$ cat src/hdl/rmsos_pkg.sv
// Package of the radio mode switch: widths, codes, types and the command decoder.
`timescale 1ns / 1ps

package rmsos_pkg;

   localparam int OWNER_SLOTS = 8;
   localparam int SLOT_IDX_W  = (OWNER_SLOTS > 1) ? $clog2(OWNER_SLOTS) : 1;
   localparam int COUNT_W     = $clog2(OWNER_SLOTS + 1);

   localparam int CMD_W       = 3;
   localparam int ID_W        = 31;
   localparam int MODE_W      = 2;
   localparam int OUT_COUNT_W = 4;
   localparam int REQ_DATA_W  = 40;
   localparam int RSP_DATA_W  = 16;

   localparam logic [MODE_W-1:0] MODE_OFF   = 2'd0;
   localparam logic [MODE_W-1:0] MODE_ON    = 2'd1;
   localparam logic [MODE_W-1:0] MODE_HALF  = 2'd2;
   localparam logic [MODE_W-1:0] MODE_OWNER = 2'd3;

   localparam logic [CMD_W-1:0] CMD_ON      = 3'd0;
   localparam logic [CMD_W-1:0] CMD_HALF    = 3'd1;
   localparam logic [CMD_W-1:0] CMD_DISABLE = 3'd2;
   localparam logic [CMD_W-1:0] CMD_OWNER   = 3'd3;
   localparam logic [CMD_W-1:0] CMD_INIT    = 3'd4;
   localparam logic [CMD_W-1:0] CMD_CHECK   = 3'd5;

   typedef enum logic [1:0] {
      ST_IDLE,
      ST_SCAN,
      ST_DONE
   } state_type;

   typedef struct packed {
      logic                  wr_en;
      logic [SLOT_IDX_W-1:0] wr_idx;
      logic [SLOT_IDX_W-1:0] rd_idx;
   } set_ctrl_type;

   typedef struct packed {
      logic               rej;
      logic [MODE_W-1:0]  mode;
      logic               persist;
      logic               access;
      logic               wr_en;
      logic               wr_zero;
      logic [COUNT_W-1:0] count;
   } outcome_type;

   function automatic outcome_type decide(
      input logic [MODE_W-1:0]  mode,
      input logic [CMD_W-1:0]   cmd,
      input logic [MODE_W-1:0]  rmode,
      input logic               hit,
      input logic [COUNT_W-1:0] count
   );
      outcome_type o;
      logic        enter;
      logic        seed;
      logic        add;
      o         = '0;
      o.mode    = mode;
      enter     = 1'b0;
      seed      = 1'b0;
      add       = 1'b0;
      if (cmd == CMD_CHECK) begin
         o.access = (mode != MODE_OWNER) || hit;
      end else begin
         case (mode)
            MODE_OFF: begin
               case (cmd)
                  CMD_ON: begin
                     enter = 1'b1; o.mode = MODE_ON; o.persist = 1'b1;
                  end
                  CMD_HALF: begin
                     enter = 1'b1; o.mode = MODE_HALF; o.persist = 1'b1;
                  end
                  CMD_OWNER: begin
                     enter = 1'b1; seed = 1'b1; o.mode = MODE_OWNER; o.persist = 1'b1;
                  end
                  CMD_INIT: begin
                     if (rmode != MODE_OFF) begin
                        enter = 1'b1; o.mode = rmode; o.persist = 1'b1;
                     end
                  end
                  default: o.rej = 1'b1;
               endcase
            end
            MODE_ON: begin
               case (cmd)
                  CMD_ON: ;
                  CMD_HALF: begin
                     enter = 1'b1; o.mode = MODE_HALF; o.persist = 1'b1;
                  end
                  CMD_DISABLE: begin
                     enter = 1'b1; o.mode = MODE_OFF;
                  end
                  default: o.rej = 1'b1;
               endcase
            end
            MODE_HALF: begin
               case (cmd)
                  CMD_ON: begin
                     enter = 1'b1; o.mode = MODE_ON; o.persist = 1'b1;
                  end
                  CMD_DISABLE: begin
                     enter = 1'b1; o.mode = MODE_OFF;
                  end
                  default: o.rej = 1'b1;
               endcase
            end
            default: begin
               case (cmd)
                  CMD_ON: begin
                     enter = 1'b1; o.mode = MODE_ON; o.persist = 1'b1;
                  end
                  CMD_HALF: begin
                     enter = 1'b1; o.mode = MODE_HALF; o.persist = 1'b1;
                  end
                  CMD_DISABLE: begin
                     enter = 1'b1; o.mode = MODE_OFF;
                  end
                  CMD_OWNER: begin
                     if (count >= COUNT_W'(OWNER_SLOTS)) o.rej = 1'b1;
                     else add = !hit;
                  end
                  default: o.rej = 1'b1;
               endcase
            end
         endcase
      end
      o.wr_en   = seed | add;
      o.wr_zero = seed;
      if (seed)       o.count = COUNT_W'(1);
      else if (enter) o.count = '0;
      else if (add)   o.count = count + COUNT_W'(1);
      else            o.count = count;
      return o;
   endfunction

endpackage

$ cat src/hdl/rmsos_owner_set.sv
// Owner id slots with the shared id comparator used by the scan.
`timescale 1ns / 1ps

module rmsos_owner_set (
   input  logic                      clock,
   input  rmsos_pkg::set_ctrl_type   ctrl,
   input  logic [rmsos_pkg::ID_W-1:0] id,
   output logic                      match
);

   logic [rmsos_pkg::ID_W-1:0] slot_ff [rmsos_pkg::OWNER_SLOTS];

   always_ff @(posedge clock) begin
      if (ctrl.wr_en) begin
         slot_ff[ctrl.wr_idx] <= id;
      end
   end

   assign match = (slot_ff[ctrl.rd_idx] == id);

endmodule

$ cat src/hdl/radio_mode_switch_with_owner_set_core.sv
// Top level of the radio mode switch: command sequencer, mode and count state, result register.
//
//   channel | dir | fields (low bit first)
//   req_    | in  | command[2:0] owner_id[33:3] restore_mode[35:34]
//   rsp_    | out | status[0] mode_now[2:1] persist_write[3] owner_access[4] owner_count[8:5]
//
// An item passes the idle and done states, with the scan state between them when the owner
// set is searched (check or owner add in owner-only mode); the scan compares at most
// owner_count slots; one id comparator visits one slot per cycle and stops at the first hit.
// Reset empties the owner set and selects off. req_tready is high while idle;
// a held result stalls the sequencer in its final step only.
`timescale 1ns / 1ps

module radio_mode_switch_with_owner_set_core (
   input  logic                              clock,
   input  logic                              reset,
   input  logic                              req_tvalid,
   output logic                              req_tready,
   input  logic [rmsos_pkg::REQ_DATA_W-1:0]  req_tdata,  // command, owner_id, restore_mode
   output logic                              rsp_tvalid,
   input  logic                              rsp_tready,
   output logic [rmsos_pkg::RSP_DATA_W-1:0]  rsp_tdata   // status, mode_now, persist_write,
                                                         // owner_access, owner_count
);

   rmsos_pkg::state_type                     state_ff, state_in;
   logic [rmsos_pkg::CMD_W-1:0]              cmd_ff;
   logic [rmsos_pkg::ID_W-1:0]               id_ff;
   logic [rmsos_pkg::MODE_W-1:0]             rmode_ff;
   logic                                     hit_ff;
   logic [rmsos_pkg::SLOT_IDX_W-1:0]         idx_ff;
   logic [rmsos_pkg::MODE_W-1:0]             mode_ff;
   logic [rmsos_pkg::COUNT_W-1:0]            count_ff;
   logic                                     rsp_valid_ff;
   logic [rmsos_pkg::RSP_DATA_W-1:0]         rsp_data_ff, rsp_data_in;

   logic [rmsos_pkg::CMD_W-1:0]              req_cmd;
   logic [rmsos_pkg::ID_W-1:0]               req_id;
   logic [rmsos_pkg::MODE_W-1:0]             req_rmode;
   logic                                     req_fire;
   logic                                     need_scan;
   logic                                     match;
   logic                                     scan_last;
   logic                                     out_free;
   logic                                     commit;
   rmsos_pkg::outcome_type                   outcome;
   rmsos_pkg::set_ctrl_type                  set_ctrl;

   assign req_cmd   = req_tdata[2:0];
   assign req_id    = req_tdata[33:3];
   assign req_rmode = req_tdata[35:34];
   assign req_fire  = req_tvalid & req_tready;
   assign out_free  = !rsp_valid_ff || rsp_tready;

   assign need_scan = (mode_ff == rmsos_pkg::MODE_OWNER) && (count_ff != '0) &&
                      ((req_cmd == rmsos_pkg::CMD_CHECK) ||
                       ((req_cmd == rmsos_pkg::CMD_OWNER) &&
                        (count_ff < rmsos_pkg::COUNT_W'(rmsos_pkg::OWNER_SLOTS))));

   assign scan_last = (rmsos_pkg::COUNT_W'(idx_ff) + rmsos_pkg::COUNT_W'(1)) == count_ff;

   assign outcome = rmsos_pkg::decide(mode_ff, cmd_ff, rmode_ff, hit_ff, count_ff);

   rmsos_owner_set u_owner_set (
      .clock (clock),
      .ctrl  (set_ctrl),
      .id    (id_ff),
      .match (match)
   );

   // next state
   always_comb begin
      state_in = state_ff;
      case (state_ff)
         rmsos_pkg::ST_IDLE: begin
            if (req_fire) begin
               state_in = need_scan ? rmsos_pkg::ST_SCAN : rmsos_pkg::ST_DONE;
            end
         end
         rmsos_pkg::ST_SCAN: begin
            if (match || scan_last) state_in = rmsos_pkg::ST_DONE;
         end
         rmsos_pkg::ST_DONE: begin
            if (out_free) state_in = rmsos_pkg::ST_IDLE;
         end
         default: state_in = rmsos_pkg::ST_IDLE;
      endcase
   end

   // outputs of the sequencer
   always_comb begin
      req_tready      = 1'b0;
      commit          = 1'b0;
      set_ctrl.rd_idx = idx_ff;
      set_ctrl.wr_idx = outcome.wr_zero ? '0 : count_ff[rmsos_pkg::SLOT_IDX_W-1:0];
      set_ctrl.wr_en  = 1'b0;
      case (state_ff)
         rmsos_pkg::ST_IDLE: req_tready = 1'b1;
         rmsos_pkg::ST_DONE: begin
            commit         = out_free;
            set_ctrl.wr_en = out_free && outcome.wr_en;
         end
         default: ;
      endcase
   end

   assign rsp_data_in = {{(rmsos_pkg::RSP_DATA_W - 5 - rmsos_pkg::OUT_COUNT_W){1'b0}},
                         rmsos_pkg::OUT_COUNT_W'(outcome.count),
                         outcome.access, outcome.persist, outcome.mode, outcome.rej};

   always_ff @(posedge clock) begin
      if (reset) begin
         state_ff     <= rmsos_pkg::ST_IDLE;
         mode_ff      <= rmsos_pkg::MODE_OFF;
         count_ff     <= '0;
         rsp_valid_ff <= 1'b0;
      end else begin
         state_ff <= state_in;
         if (commit) begin
            mode_ff      <= outcome.mode;
            count_ff     <= outcome.count;
            rsp_valid_ff <= 1'b1;
         end else if (rsp_tready) begin
            rsp_valid_ff <= 1'b0;
         end
      end
   end

   always_ff @(posedge clock) begin
      if (req_fire) begin
         cmd_ff   <= req_cmd;
         id_ff    <= req_id;
         rmode_ff <= req_rmode;
         hit_ff   <= 1'b0;
         idx_ff   <= '0;
      end else if (state_ff == rmsos_pkg::ST_SCAN) begin
         hit_ff <= match;
         idx_ff <= idx_ff + rmsos_pkg::SLOT_IDX_W'(1);
      end
      if (commit) begin
         rsp_data_ff <= rsp_data_in;
      end
   end

   assign rsp_tvalid = rsp_valid_ff;
   assign rsp_tdata  = rsp_data_ff;

endmodule

$ cat config.mk
export PLATFORM = sky130hd
export DESIGN_NAME = radio_mode_switch_with_owner_set_core
export DESIGN_NICKNAME = d
export VERILOG_FILES = /design/src/hdl/rmsos_pkg.sv /design/src/hdl/rmsos_owner_set.sv /design/src/hdl/radio_mode_switch_with_owner_set_core.sv
export SDC_FILE = /design/constraint.sdc
export NUM_CORES = 1
export LEC_CHECK = 0
export BUFFER_PORTS_ARGS = -buffer_cell sky130_fd_sc_hd__buf_2
export CORE_ASPECT_RATIO = 2
export CORE_MARGIN = 2
export CORE_UTILIZATION = 46
export CTS_CLUSTER_SIZE = 16
export DETAILED_ROUTE_END_ITERATION = 8
export GPL_ROUTABILITY_DRIVEN = 0
export PLACE_DENSITY = 0.69
export RECOVER_POWER = 25
export SYNTH_ARGS = -nofsm -noshare
export SYNTH_HDL_FRONTEND = slang
export SYNTH_SLANG_ARGS = --single-unit
export TNS_END_PERCENT = 5
$ cat constraint.sdc
create_clock -name clock -period 10.7 [get_ports clock]
set_input_delay 1.07 -clock clock [delete_from_list [all_inputs] [get_ports clock]]
set_output_delay 1.07 -clock clock [all_outputs]
set_load 0.01 [all_outputs]
==> metrics list <==
- Relative to the synthesized area, the layout overhead comes to 11.7%.
* Pwr dens: between 150 and 200 nW/um^2
- Register share of total power: 0.584
* Hold Startpoint: rsp_tvalid
* Predominant post-synthesis flop cell: edfxtp_1
- The slowest stage of the critical path is the dfxtp_4 cell.
- Max Cap Viol: 0
- Buffers inserted to repair hold after CTS numbered 0.
- The average instance in the mapped netlist occupies 18.9 um^2.
- Max Fanout on Critical Path: 34
- STA classifies the critical path endpoint as a flop.
- Final non-filler cell total: 1,068
* Share of the yosys chip area belonging to registers: 0.747
- Register bit total from synthesis: roughly 310
- The analysis attributes to net switching a power of 441 uW.
- Slowest Stage Delay on Critical Path: 0.75 ns
* Status: finished, final reports clean
* Worst voltage drop across the vdd grid: 0.000133 V
- Subtracting the final worst setup slack from the clock period gives 3.87 ns.
* Crit path depth: 8
- Req. time, crit path: between 10 and 15 ns
- The worst path meets setup with 6.83 ns of slack.
- Wire length of the first global-routing pass: between 30 and 40 mm
* # nets final: 754
- From bottom edge to top edge, the die measures 234 um.
- Worst reg-to-reg path cell count: 8
* Detailed-route vias per instance: roughly 5.6
- By instance count, the cell type seen most on the critical path is nand4_1.
* Cell Count Post-Placement: approximately 1,000
* Clock insertion delay at the later pin of the skew report: approximately 0.52 ns
- The share of total power dissipated in the clock network is 0.396.
- Setup slack of the most critical reg-to-reg path: 6.83 ns
* Net switching share of the total power: 0.189
* Number of endpoints failing setup at the final stage: 0
- CTS tree: built
- The initial antenna violation count came to 0.
* Ys async rst share: 0
- Summing internal, switching and leakage power gives between 2000 and 2500 uW.
* Detailed-route wire length per cell: 21.8 um
- Cell internal power was estimated by the tool at between 1500 and 2000 uW.
- Number of I/O port buffers: 50
* Clk sink count: around 300
- In this run the worst hold path is classified as flop to flop.
- Worst slew margin relative to its limit: 0.211
* Via count of the first global-routing pass: 6,354
* Final Hold Violating Endpoints: 0
- Measured along the x axis, the die boundary spans around 120 um.
- Summed over all layers, the routed wires come to between 20 and 25 mm.
* Warnings from Yosys: 0
- Entering global routing, the biggest net connects 60 pins.
* Buffers inserted by post-CTS timing repair: 0
* Syn Inst Count: ~650
- Buf/Inv on CP: 1
* Startpoint types: flop
* GR Util All Layers: 0.169
* Area enclosed by the die boundary: around 28,000 um^2
- Timing would allow up to 259 MHz.
- The analysis attributes to cell leakage a power of 0.00425 uW.
- Fillcell total: ~2,000
* Worst hold slack after final layout: just over 0.5 ns
* Antenna Violating Nets Remaining: 0
- Clock-pin slew was measured on the worst setup and hold paths at approximately 0.07 ns.
* TritonCTS buffer count: 25
- CTS placed an instance of clkbuf_16 at the clock tree root.
- Pre-CTS setup slack: just under 7 ns
- Overflow left after global routing: 0
- DRC: 0
- In the final layout, the share of cells above drive strength 1 is 0.227.
* Cell type group with the largest total delay on the critical path: simple AND/OR/NAND/NOR gates
- Counting distinct cell types in the post-synthesis netlist gives 50.
- The detailed router placed between 5,000 and 6,000 vias in this run.
* Slew Viols, Final: 0
* Initial drt markers: about 460
- Number of enable-type register cells in the synthesized netlist: between 200 and 300
- The total area inside the core boundary comes to 26,200 um^2.
* Cells on Worst Hold Path: 2
* Netlist area before placement: 12,200 um^2
- Class of the most critical setup path: flop to flop
* Number of placed I/O pins: between 60 and 70
- Data on the critical path arrives at its endpoint at roughly 4.3 ns.
* Deepest clock path buffer count: 3
- Number of antenna cells inserted: 0
- Traced cell by cell, the critical path runs through buf_4 > mux4_2 > mux2i_1 > xor2_1 > nand4_1 > nor4_1 > nand4_1 > o21a_1.
* DP Wirelength: 13.4 mm
- The floorplan has 84 rows.
- Logic gate share of total power: 0.019
- Cells resized by post-CTS repair: 0
- Worst clock skew: approximately 0.010 ns
- In the final timing run, aggregate negative setup slack is 0 ns.
* Initial Util: 0.466
- The first detailed-routing pass took 5 iterations.
* Count of H-tree levels built during CTS: 1
- For the pin with the worst max-slew slack, the measured transition is 1.18 ns.
* Ratio of final minimum period to clock period: 0.361
- Setup repair after global routing left no endpoint under its margin.
-- Yosys cell counts (8+ instances only) --
master / instances / area [um^2]
dfxtp_1: 16 / 320
nor2_1: 25 / 93.8
xor2_1: 18 / 158
mux2i_1: 53 / 531
edfxtp_1: 293 / 8800
mux4_2: 44 / 991
nand4_1: 9 / 56.3
o21ai_0: 16 / 80.1
buf_2: 8 / 40.0
a22oi_1: 8 / 60.1
a21oi_1: 10 / 50.1
mux2_2: 11 / 124
xnor2_1: 11 / 96.3
nand2_1: 16 / 60.1
buf_4: 10 / 75.1
-- flip-flops by register name, summed over array words and instances, names as in the netlist, 3 cells and up, named ones only --
register	cells
cmd_ff	3
rsp_tdata	9
id_ff	31
count_ff	4
idx_ff	3
u_owner_set.slot_ff	248
-- stage by stage --
step                       util  instance area (um^2)
after detailed placement  0.490                 12800
after global routing      0.521                 13600
after floorplan               -                 12200
final                     0.521                 13600
after global placement    0.490                 12800
after CTS                 0.521                 13600
-- worst paths after layout --
check | endpoint
min reg2reg | rsp_tvalid
max reg2reg | state_ff[0]
min | rsp_tvalid
max | state_ff[0]
-- power groups by stage --
stage                     logic, uW  clock network [uW]  registers (uW)
final                          44.3                 922            1360
after global routing           48.8                 987            1360
after CTS                      45.3                 944            1360
after detailed placement       44.7                   0            1390
after global placement         43.4                   0            1380
after floorplan                28.6                   0            1380
-- tightest hold or removal path: stages (launching register included) --
cell and delay, ns:
dfxtp_1 0.32, nand2b_1 0.09, a21oi_1 0.06
-- cells by family after synthesis --
group           Yosys count  synth area share
xor+xnor                 29            0.0208
buf+inv                  39            0.0190
fa+ha+maj                 3           0.00308
flops                   309             0.747
mux                     108             0.135
simple gates             90            0.0380
compound gates           67            0.0371
other cells               1          0.000307
-- layer usage --
metal / up-vias / GRT usage / wire [um]
met3: 35 / 0.0185 / 767
met4: 0 / 0.0562 / 456
met5: - / 0 / 0
met2: 135 / 0.327 / 13300
met1: 3101 / 0.191 / 8800
li1: 2704 / - / -
-- placed cells by master, fill, tap and decap left out, drive strengths merged, types with 11 or more instances in the layout --
cell    synthesis  final
dfxtp          16     16
clkbuf          7     33
mux2           11     11
edfxtp        293    293
xor2           18     18
xnor2          11     11
o21ai          16     16
mux4           44     44
nand2          16     16
buf            26     61
nor2           25     25
mux2i          53     53
-- layout make-up --
class                   count  area [um^2]  area share
flip-flops and latches    309         9130       0.669
multi-input cells         304         2920       0.214
clock buffers              33          656      0.0481
well taps                 344          430      0.0316
repair buffers             61          333      0.0244
clock inverters            11          156      0.0115
inverters                   6         22.5     0.00165
Power figures use the tool's default switching activity.
